**src/rtl/core/i2d_pkg.sv**
```systemverilog
// ----------------------------------------------------------------------------
// i2d_pkg
// Shared types and constants for the integer to decimal ASCII converter.
// ----------------------------------------------------------------------------
package i2d_pkg;

  // magnitude bits of a non-negative 64-bit two's complement value
  localparam int MAG_W = 63;
  // decimal digits needed for the largest 63-bit magnitude
  localparam int NDIG = 19;
  localparam int NDIG_W = 5;
  localparam int BCD_W = NDIG * 4;
  // shift counter covers MAG_W steps
  localparam int SHIFT_W = 6;

  localparam logic [6:0] CHAR_ZERO = 7'h30;

  typedef logic [BCD_W-1:0] bcd_t;

  // converter to emitter transfer
  typedef struct packed {
    bcd_t bcd;
    logic neg;
  } bcd_xfer_t;

  // add 3 to every BCD digit of 5 or more before the next left shift
  function automatic bcd_t dabble(input bcd_t b);
    bcd_t r;
    logic [3:0] d;
    r = b;
    for (int i = 0; i < NDIG; i++) begin
      d = b[i*4 +: 4];
      if (d >= 4'd5) begin
        r[i*4 +: 4] = d + 4'd3;
      end
    end
    return r;
  endfunction

endpackage

```
**src/rtl/core/i2d_if.sv**
```systemverilog
// ----------------------------------------------------------------------------
// i2d_if
// Valid/ready channels for the integer input and the character results.
// ----------------------------------------------------------------------------
interface i2d_in_if;
  logic        valid;
  logic        ready;
  logic [63:0] value;
  logic [4:0]  min_digits;

  modport source (output valid, output value, output min_digits, input ready);
  modport sink (input valid, input value, input min_digits, output ready);
endinterface

interface i2d_out_if;
  logic       valid;
  logic       ready;
  logic [6:0] digit_char;
  logic       is_last;
  logic       negative_error;
  logic [4:0] length;

  modport source (output valid, output digit_char, output is_last,
                  output negative_error, output length, input ready);
  modport sink (input valid, input digit_char, input is_last,
                input negative_error, input length, output ready);
endinterface

```
**src/rtl/core/i2d_conv.sv**
```systemverilog
// ----------------------------------------------------------------------------
// i2d_conv
// Bit-serial binary to BCD converter: one magnitude bit enters per cycle.
// ----------------------------------------------------------------------------
module i2d_conv #(
  parameter int PAD_W = 5
) (
  input  logic                  clk,
  input  logic                  rst,
  input  logic                  start,
  output logic                  start_ready,
  input  logic [63:0]           value,
  input  logic [PAD_W-1:0]      pad_in,
  output logic                  done_valid,
  input  logic                  done_ready,
  output i2d_pkg::bcd_xfer_t    done_data,
  output logic [PAD_W-1:0]      pad_out
);

  localparam logic [1:0] ST_IDLE  = 2'd0;
  localparam logic [1:0] ST_SHIFT = 2'd1;
  localparam logic [1:0] ST_DONE  = 2'd2;

  logic [1:0]                    state;
  logic [i2d_pkg::MAG_W-1:0]     bin;
  i2d_pkg::bcd_t                 bcd;
  i2d_pkg::bcd_t                 bcd_adj;
  logic [i2d_pkg::SHIFT_W-1:0]   cnt;
  logic                          neg;
  logic [PAD_W-1:0]              pad;

  assign start_ready = (state == ST_IDLE);
  assign done_valid  = (state == ST_DONE);
  assign done_data   = '{bcd: bcd, neg: neg};
  assign pad_out     = pad;
  assign bcd_adj     = i2d_pkg::dabble(bcd);

  always_ff @(posedge clk) begin
    if (rst) begin
      state <= ST_IDLE;
    end else begin
      case (state)
        ST_IDLE: begin
          if (start) begin
            bin   <= value[i2d_pkg::MAG_W-1:0];
            neg   <= value[63];
            pad   <= pad_in;
            bcd   <= '0;
            cnt   <= i2d_pkg::SHIFT_W'(i2d_pkg::MAG_W - 1);
            // negative input skips conversion
            state <= value[63] ? ST_DONE : ST_SHIFT;
          end
        end
        ST_SHIFT: begin
          bcd <= {bcd_adj[i2d_pkg::BCD_W-2:0], bin[i2d_pkg::MAG_W-1]};
          bin <= {bin[i2d_pkg::MAG_W-2:0], 1'b0};
          cnt <= cnt - 1'b1;
          if (cnt == '0) begin
            state <= ST_DONE;
          end
        end
        ST_DONE: begin
          if (done_ready) begin
            state <= ST_IDLE;
          end
        end
        default: begin
          state <= ST_IDLE;
        end
      endcase
    end
  end

endmodule

```
**src/rtl/core/i2d_emit.sv**
```systemverilog
// ----------------------------------------------------------------------------
// i2d_emit
// Strips leading zero digits, then shifts out one ASCII character per cycle
// into the output register while it is free, with padding zeros in front.
// ----------------------------------------------------------------------------
module i2d_emit #(
  parameter int PAD_W = 5,
  parameter int LEN_W = 5
) (
  input  logic               clk,
  input  logic               rst,
  input  logic               load_valid,
  output logic               load_ready,
  input  i2d_pkg::bcd_xfer_t load_data,
  input  logic [PAD_W-1:0]   pad_in,
  i2d_out_if.source          out_ch
);

  localparam logic [1:0] ST_IDLE = 2'd0;
  localparam logic [1:0] ST_TRIM = 2'd1;
  localparam logic [1:0] ST_EMIT = 2'd2;

  logic [1:0]                  state;
  i2d_pkg::bcd_t               bcd;
  logic                        neg;
  logic [PAD_W-1:0]            pad;
  logic [i2d_pkg::NDIG_W-1:0]  ndig;
  logic [LEN_W-1:0]            zeros;
  logic [LEN_W-1:0]            len;
  logic [LEN_W-1:0]            len_next;
  logic [LEN_W-1:0]            ndig_ext;
  logic [LEN_W-1:0]            pad_ext;
  logic [3:0]                  top;
  logic                        slot_free;
  logic                        emit_fire;

  logic       out_valid;
  logic [6:0] digit_char;
  logic       is_last;
  logic       negative_error;
  logic [4:0] length;

  assign top       = bcd[i2d_pkg::BCD_W-1 -: 4];
  assign ndig_ext  = LEN_W'(ndig);
  assign pad_ext   = LEN_W'(pad);
  assign len_next  = len + 1'b1;
  assign slot_free = !out_valid || out_ch.ready;
  assign emit_fire = (state == ST_EMIT) && slot_free;
  assign load_ready = (state == ST_IDLE);

  assign out_ch.valid          = out_valid;
  assign out_ch.digit_char     = digit_char;
  assign out_ch.is_last        = is_last;
  assign out_ch.negative_error = negative_error;
  assign out_ch.length         = length;

  always_ff @(posedge clk) begin
    if (rst) begin
      state     <= ST_IDLE;
      out_valid <= 1'b0;
    end else begin
      if (out_valid && out_ch.ready && !emit_fire) begin
        out_valid <= 1'b0;
      end
      case (state)
        ST_IDLE: begin
          if (load_valid) begin
            bcd   <= load_data.bcd;
            neg   <= load_data.neg;
            pad   <= pad_in;
            ndig  <= i2d_pkg::NDIG_W'(i2d_pkg::NDIG);
            len   <= '0;
            state <= load_data.neg ? ST_EMIT : ST_TRIM;
          end
        end
        ST_TRIM: begin
          // drop leading zero digits, keep at least one
          if (top == 4'd0 && ndig > i2d_pkg::NDIG_W'(1)) begin
            bcd  <= {bcd[i2d_pkg::BCD_W-5:0], 4'd0};
            ndig <= ndig - 1'b1;
          end else begin
            zeros <= (pad_ext > ndig_ext) ? (pad_ext - ndig_ext) : '0;
            state <= ST_EMIT;
          end
        end
        ST_EMIT: begin
          if (slot_free) begin
            out_valid <= 1'b1;
            if (neg) begin
              digit_char     <= 7'd0;
              is_last        <= 1'b1;
              negative_error <= 1'b1;
              length         <= 5'd0;
              state          <= ST_IDLE;
            end else if (zeros != '0) begin
              digit_char     <= i2d_pkg::CHAR_ZERO;
              is_last        <= 1'b0;
              negative_error <= 1'b0;
              length         <= len_next[4:0];
              len            <= len_next;
              zeros          <= zeros - 1'b1;
            end else begin
              digit_char     <= i2d_pkg::CHAR_ZERO + {3'b000, top};
              is_last        <= (ndig == i2d_pkg::NDIG_W'(1));
              negative_error <= 1'b0;
              length         <= len_next[4:0];
              len            <= len_next;
              bcd            <= {bcd[i2d_pkg::BCD_W-5:0], 4'd0};
              ndig           <= ndig - 1'b1;
              if (ndig == i2d_pkg::NDIG_W'(1)) begin
                state <= ST_IDLE;
              end
            end
          end
        end
        default: begin
          state <= ST_IDLE;
        end
      endcase
    end
  end

endmodule

```
**src/rtl/core/integer_to_decimal_ascii.sv**
```systemverilog
// ----------------------------------------------------------------------------
// integer_to_decimal_ascii
// Signed 64-bit integer to decimal ASCII characters, most significant first.
// ----------------------------------------------------------------------------
// Usage:
//   in_ch carries value and min_digits; a transfer takes one integer.
//   out_ch carries one character per transfer with is_last, negative_error
//   and the running length. min_digits above MAX_DIGITS acts as MAX_DIGITS;
//   zero gives a single '0'; a negative value gives one error result.
// Flow:
//   The converter shifts the 63 magnitude bits into a BCD register, one bit
//   per cycle, then hands the result to the emitter once it is idle. The
//   emitter strips leading zero digits one per cycle, then sets the padding
//   count and sends one character per cycle while the receiver takes them.
//   A negative value skips the shift loop and the stripping and goes straight
//   to its single error result. The converter takes the next integer while
//   the emitter still sends.
// Reset and stalls:
//   rst (synchronous) empties both stages and the output register. in_ch.ready
//   is high only while the converter is idle. When the receiver holds ready
//   low the current character holds and the emitter stops; the converter
//   finishes its shift loop and holds its result until the emitter is free.
// ----------------------------------------------------------------------------
module integer_to_decimal_ascii #(
  parameter int MAX_DIGITS = 20
) (
  input  logic      clk,
  input  logic      rst,
  i2d_in_if.sink    in_ch,
  i2d_out_if.source out_ch
);

  localparam int PAD_W = $clog2(MAX_DIGITS + 1);
  localparam int LEN_W = (PAD_W > 5) ? PAD_W : 5;

  logic                 start;
  logic                 start_ready;
  logic                 xfer_valid;
  logic                 xfer_ready;
  i2d_pkg::bcd_xfer_t   xfer_data;
  logic [PAD_W-1:0]     pad_sat;
  logic [PAD_W-1:0]     pad_xfer;
  logic [LEN_W-1:0]     min_ext;

  assign in_ch.ready = start_ready;
  assign start       = in_ch.valid && start_ready;
  assign min_ext     = LEN_W'(in_ch.min_digits);

  // zero ignores padding; saturate the minimum at MAX_DIGITS
  always_comb begin
    if (in_ch.value == 64'd0) begin
      pad_sat = '0;
    end else if (min_ext > LEN_W'(MAX_DIGITS)) begin
      pad_sat = PAD_W'(MAX_DIGITS);
    end else begin
      pad_sat = min_ext[PAD_W-1:0];
    end
  end

  i2d_conv #(
    .PAD_W (PAD_W)
  ) u_conv (
    .clk         (clk),
    .rst         (rst),
    .start       (start),
    .start_ready (start_ready),
    .value       (in_ch.value),
    .pad_in      (pad_sat),
    .done_valid  (xfer_valid),
    .done_ready  (xfer_ready),
    .done_data   (xfer_data),
    .pad_out     (pad_xfer)
  );

  i2d_emit #(
    .PAD_W (PAD_W),
    .LEN_W (LEN_W)
  ) u_emit (
    .clk        (clk),
    .rst        (rst),
    .load_valid (xfer_valid),
    .load_ready (xfer_ready),
    .load_data  (xfer_data),
    .pad_in     (pad_xfer),
    .out_ch     (out_ch)
  );

endmodule

```
**src/flat_wrapper.sv**
```systemverilog
// flat-port wrapper written by rule: the top's interface ports become plain ports
module integer_to_decimal_ascii_flat 
#(
  parameter int MAX_DIGITS = 20
)
  (clk, rst, in_ch_valid, in_ch_value, in_ch_min_digits, in_ch_ready, out_ch_valid, out_ch_digit_char, out_ch_is_last, out_ch_negative_error, out_ch_length, out_ch_ready);
  i2d_in_if in_ch_i ();
  i2d_out_if out_ch_i ();
  input  logic clk;
  input  logic rst;
  input wire logic [$bits(in_ch_i.valid)-1:0] in_ch_valid;
  input wire logic [$bits(in_ch_i.value)-1:0] in_ch_value;
  input wire logic [$bits(in_ch_i.min_digits)-1:0] in_ch_min_digits;
  output wire logic [$bits(in_ch_i.ready)-1:0] in_ch_ready;
  output wire logic [$bits(out_ch_i.valid)-1:0] out_ch_valid;
  output wire logic [$bits(out_ch_i.digit_char)-1:0] out_ch_digit_char;
  output wire logic [$bits(out_ch_i.is_last)-1:0] out_ch_is_last;
  output wire logic [$bits(out_ch_i.negative_error)-1:0] out_ch_negative_error;
  output wire logic [$bits(out_ch_i.length)-1:0] out_ch_length;
  input wire logic [$bits(out_ch_i.ready)-1:0] out_ch_ready;
  assign in_ch_i.valid = in_ch_valid;
  assign in_ch_i.value = in_ch_value;
  assign in_ch_i.min_digits = in_ch_min_digits;
  assign in_ch_ready = in_ch_i.ready;
  assign out_ch_valid = out_ch_i.valid;
  assign out_ch_digit_char = out_ch_i.digit_char;
  assign out_ch_is_last = out_ch_i.is_last;
  assign out_ch_negative_error = out_ch_i.negative_error;
  assign out_ch_length = out_ch_i.length;
  assign out_ch_i.ready = out_ch_ready;
  integer_to_decimal_ascii #(.MAX_DIGITS(MAX_DIGITS)) u_core (.clk(clk), .rst(rst), .in_ch(in_ch_i), .out_ch(out_ch_i));
endmodule
```
**config.mk**
```make
export PLATFORM = sky130hd
export DESIGN_NAME = integer_to_decimal_ascii_flat
export DESIGN_NICKNAME = d
export VERILOG_FILES = /design/src/rtl/core/i2d_pkg.sv /design/src/rtl/core/i2d_if.sv /design/src/rtl/core/i2d_conv.sv /design/src/rtl/core/i2d_emit.sv /design/src/rtl/core/integer_to_decimal_ascii.sv /design/src/flat_wrapper.sv
export SDC_FILE = /design/constraint.sdc
export NUM_CORES = 1
export LEC_CHECK = 0
export BUFFER_PORTS_ARGS = -buffer_cell sky130_fd_sc_hd__buf_2
export CELL_PAD_IN_SITES_DETAIL_PLACEMENT = 1
export CELL_PAD_IN_SITES_GLOBAL_PLACEMENT = 1
export CORE_UTILIZATION = 53
export CTS_CLUSTER_SIZE = 25
export DETAILED_ROUTE_END_ITERATION = 12
export PLACE_DENSITY_LB_ADDON = 0.1
export SLEW_MARGIN = 40
export SYNTH_ARGS = -nofsm -noshare
export SYNTH_HDL_FRONTEND = slang
export SYNTH_SLANG_ARGS = --single-unit
```
**constraint.sdc**
```tcl
create_clock -name clk -period 30 [get_ports clk]
set_input_delay 4.5 -clock clk [delete_from_list [all_inputs] [get_ports clk]]
set_output_delay 4.5 -clock clk [all_outputs]
set_load 0.01 [all_outputs]
```
==> flow_metrics.tcl <==
set metrics [dict create \
    outcome "completed" \
    irDropWorstVdd_mv 0.0529 \
    cap_violations 0 \
    grt_util_all_layers_pct 22.2 \
    via_per_instance_ratio 5.47 \
    antenna_left 0 \
    via_count 8360 \
    power_density_nw_per_um2 80.4 \
    finalWorstSetupSlack_ps 24070 \
    nets 1314 \
    avgRoutedWirePerCell_um 17.4 \
    timing.final.hold_violations 0 \
    synth.most_common_cell "sky130_fd_sc_hd__nand2_1" \
    routed_wirelength_mm 26.5 \
    top_cells_by_area_in_the_synthesized_netlist "sky130_fd_sc_hd__edfxtp_1 61%, sky130_fd_sc_hd__nand2_1 7.9%, sky130_fd_sc_hd__ha_1 5.2%, sky130_fd_sc_hd__mux2_2 3.2%, sky130_fd_sc_hd__o21ai_0 2.2%" \
    grt_pass1_wl_mm 43.2 \
    ys_types 51 \
    crit_fanout 10 \
    syn-mean-instance-area_um2 11.5 \
    fmax_mhz 169 \
    syn_inst 1107 \
    report.final.setup_viol 0 \
    synth_area_um2 12700 \
    asyncSetResetFlopFracSynth_pct 0 \
    post-route-period-util_pct 19.8 \
    synthTopCellsByCount "268 x sky130_fd_sc_hd__nand2_1, 260 x sky130_fd_sc_hd__edfxtp_1, 63 x sky130_fd_sc_hd__nor2_1, 57 x sky130_fd_sc_hd__o21ai_0, 54 x sky130_fd_sc_hd__inv_1" \
    report.final.slew_viol_count 0 \
    start_kind "flop" \
    synth.yosys.warnings 0 \
    cts_repair_resize_count 0 \
    layout-drive-gt1-share_pct 15.3 \
    period_minus_slack_ps 5930 \
    totalNegativeSetupSlack_ps 0 \
    diodes 0 \
    number_of_design_rule_violations_left_after_detail_routing 0 \
    cts.root.buffer_cell "sky130_fd_sc_hd__clkbuf_16" \
    num-fill-cells 2479 \
    syn_nets 1234 \
    core_um2 23500 \
    drt_first_iter_violations 434 \
    io_pins 89 \
    setup_repair_after_global_routing_missed_its_margin "no" \
    slowest_stage_delay_on_critical_path_ps 640 \
    timing_worst_slew_pin_value_ps 879 \
    cts.reportedPaths.clkPinSlew_ps 60 \
    dpl_worst_slack_ps 23540 \
    timing.rr.start "u_core.u_emit.zeros[0]" \
    postCtsSetupBuffers 0 \
    cts_tree "yes" \
    synth-edff-count 260 \
    timing.max_slew.rel_slack_pct 41.4 \
    critical_path_at_ps 1430 \
    synth_largest_area_cell "sky130_fd_sc_hd__edfxtp_1" \
    gp_congestion 0.817 \
    number_of_sinks_handled_by_clock_tree_synthesis 265 \
    timing.critical_path.to_type "output port" \
    cts_buffers 30 \
    die_height_um 157 \
    min_path_type "reg -> reg" \
    numPlacedInstances 1474 \
    floorplan.rows 56 \
    fin_skew_ps 17.7 \
    cts_max_path_buffers 3 \
    fin_cells 1527 \
    grt_max_degree 146 \
    grt_antenna_before_repair 0 \
    critical_path_required_ps 25500 \
    yosys_register_bits 265 \
    cp_slowest_cell "sky130_fd_sc_hd__dfxtp_1" \
    cts-hold-fix-buffers 0 \
    die_x_um 157 \
    overflow 0 \
    dr.pass1.iters 4 \
    placement.io_buffers 87 \
    clkLatencyLatePin_ps 550 \
    cts-htree-levels 1 \
    dpl.hpwl_mm 17.3 \
    fp.dieArea_um2 24600 \
    start_util_pct 54.1 \
    critical_path.cell_chain "nor2_1 > buf_2" \
    leakage_nw 5.45 \
    path_delay_family "flip-flops" \
    critical_path.n_buffers_inverters 1 \
    area_share_of_the_largest_cell_type_after_synthesis_pct 61.3 \
    seq_area_frac_synth_pct 62.1 \
    setup.worst_path.start "u_core.u_conv.state[1]" \
    hold_path_startpoint "u_core.u_conv.pad_out[2]" \
    area_delta_synth_final_pct 13.2 \
    vias_in_the_first_global_route 8688 \
    classification_of_the_worst_setup_path "reg -> out" \
    dominantRegCellSynth "sky130_fd_sc_hd__edfxtp_1" \
]
[state kept, by name, summed over array words and instances (netlist names), 6 cells and up]
register,cells
u_core.u_conv.bcd,76
u_core.u_conv.bin,63
u_core.u_emit.bcd,76
u_core.u_conv.cnt,6
[layout make-up]
cell class / instances / area (um2) / area share, %
clock buffer: 39 / 806 / 5.59
timing repair buffer: 93 / 504 / 3.50
clock inverter: 14 / 113 / 0.782
tap: 319 / 399 / 2.77
inverter: 54 / 203 / 1.41
sequential: 265 / 7910 / 54.9
multi-input combinational: 743 / 4480 / 31.1
[logic make-up (layout without fill, tap and decap cells)]
kind of cell               after synthesis  after routing  share of synthesized area, %
muxes                                   36             36                          3.18
and+or+nand+nor                        455            455                          15.9
buffers and inverters                   99            200                          3.14
other                                    1              1                        0.0295
DFF                                    265            265                          62.1
adders and majority gates               54             54                          5.37
xor gates and xnor gates                51             51                          3.51
AOI/OAI and AO/OA                      146            146                          6.77
[per-layer routing]
layer / global-route usage (%) / routed length, um / vias to the layer above
li1: - / - / 4034
met1: 28.0 / 11600 / 4151
met2: 39.6 / 13500 / 141
met3: 3.33 / 956 / 34
met4: 6.35 / 555 / 0
met5: 0 / 0 / -
[through the flow]
stage	hold slack [ps]	power (mW)	area (um2)	utilization (%)
after global placement	404	0.805	13500	57.2
after floorplan	400	0.762	12700	-
final	423	1.16	14400	61.2
after detailed placement	413	0.822	13500	57.3
after global routing	424	1.22	14400	61.2
after CTS	423	1.17	14400	61.2
[where the power goes]
group	total (mW)	internal (mW)	switching [mW]
Sequential	0.539	0.510	0.0287
Clock	0.347	0.204	0.143
Combinational	0.272	0.102	0.171
[path summary, 6_finish.rpt]
path | endpoint | slack, ps | depth (start not counted)
hold reg to reg | u_core.u_emit.pad[2] | 420 | 0
setup reg to reg | u_core.u_emit.bcd[10] | 27250 | 6
hold / removal | u_core.u_emit.pad[2] | 420 | 0
setup / recovery | in_ch_ready | 24070 | 2
[layout by cell type, fill, tap and decap left out, types with 4 or more instances in the layout]
cell type and instances:
sky130_fd_sc_hd__o22ai_1 4, sky130_fd_sc_hd__nand2b_1 21, sky130_fd_sc_hd__nand2_1 268, sky130_fd_sc_hd__xor2_1 23
sky130_fd_sc_hd__nor4_1 18, sky130_fd_sc_hd__and2_1 5, sky130_fd_sc_hd__nor2b_1 26, sky130_fd_sc_hd__nor2_1 63
sky130_fd_sc_hd__and3_1 5, sky130_fd_sc_hd__a21oi_1 45, sky130_fd_sc_hd__xnor2_1 28, sky130_fd_sc_hd__a211oi_1 22
sky130_fd_sc_hd__o21a_1 4, sky130_fd_sc_hd__mux2_2 36, sky130_fd_sc_hd__clkinv_1 6, sky130_fd_sc_hd__clkbuf_1 8
sky130_fd_sc_hd__o21ai_0 57, sky130_fd_sc_hd__dfxtp_1 5, sky130_fd_sc_hd__nand4_1 4, sky130_fd_sc_hd__nor3b_1 4
sky130_fd_sc_hd__nor3_1 25, sky130_fd_sc_hd__buf_2 87, sky130_fd_sc_hd__ha_1 52, sky130_fd_sc_hd__clkbuf_16 31
sky130_fd_sc_hd__inv_1 54, sky130_fd_sc_hd__edfxtp_1 260, sky130_fd_sc_hd__clkinv_2 6
No activity file was read; power rests on OpenSTA's default activity.
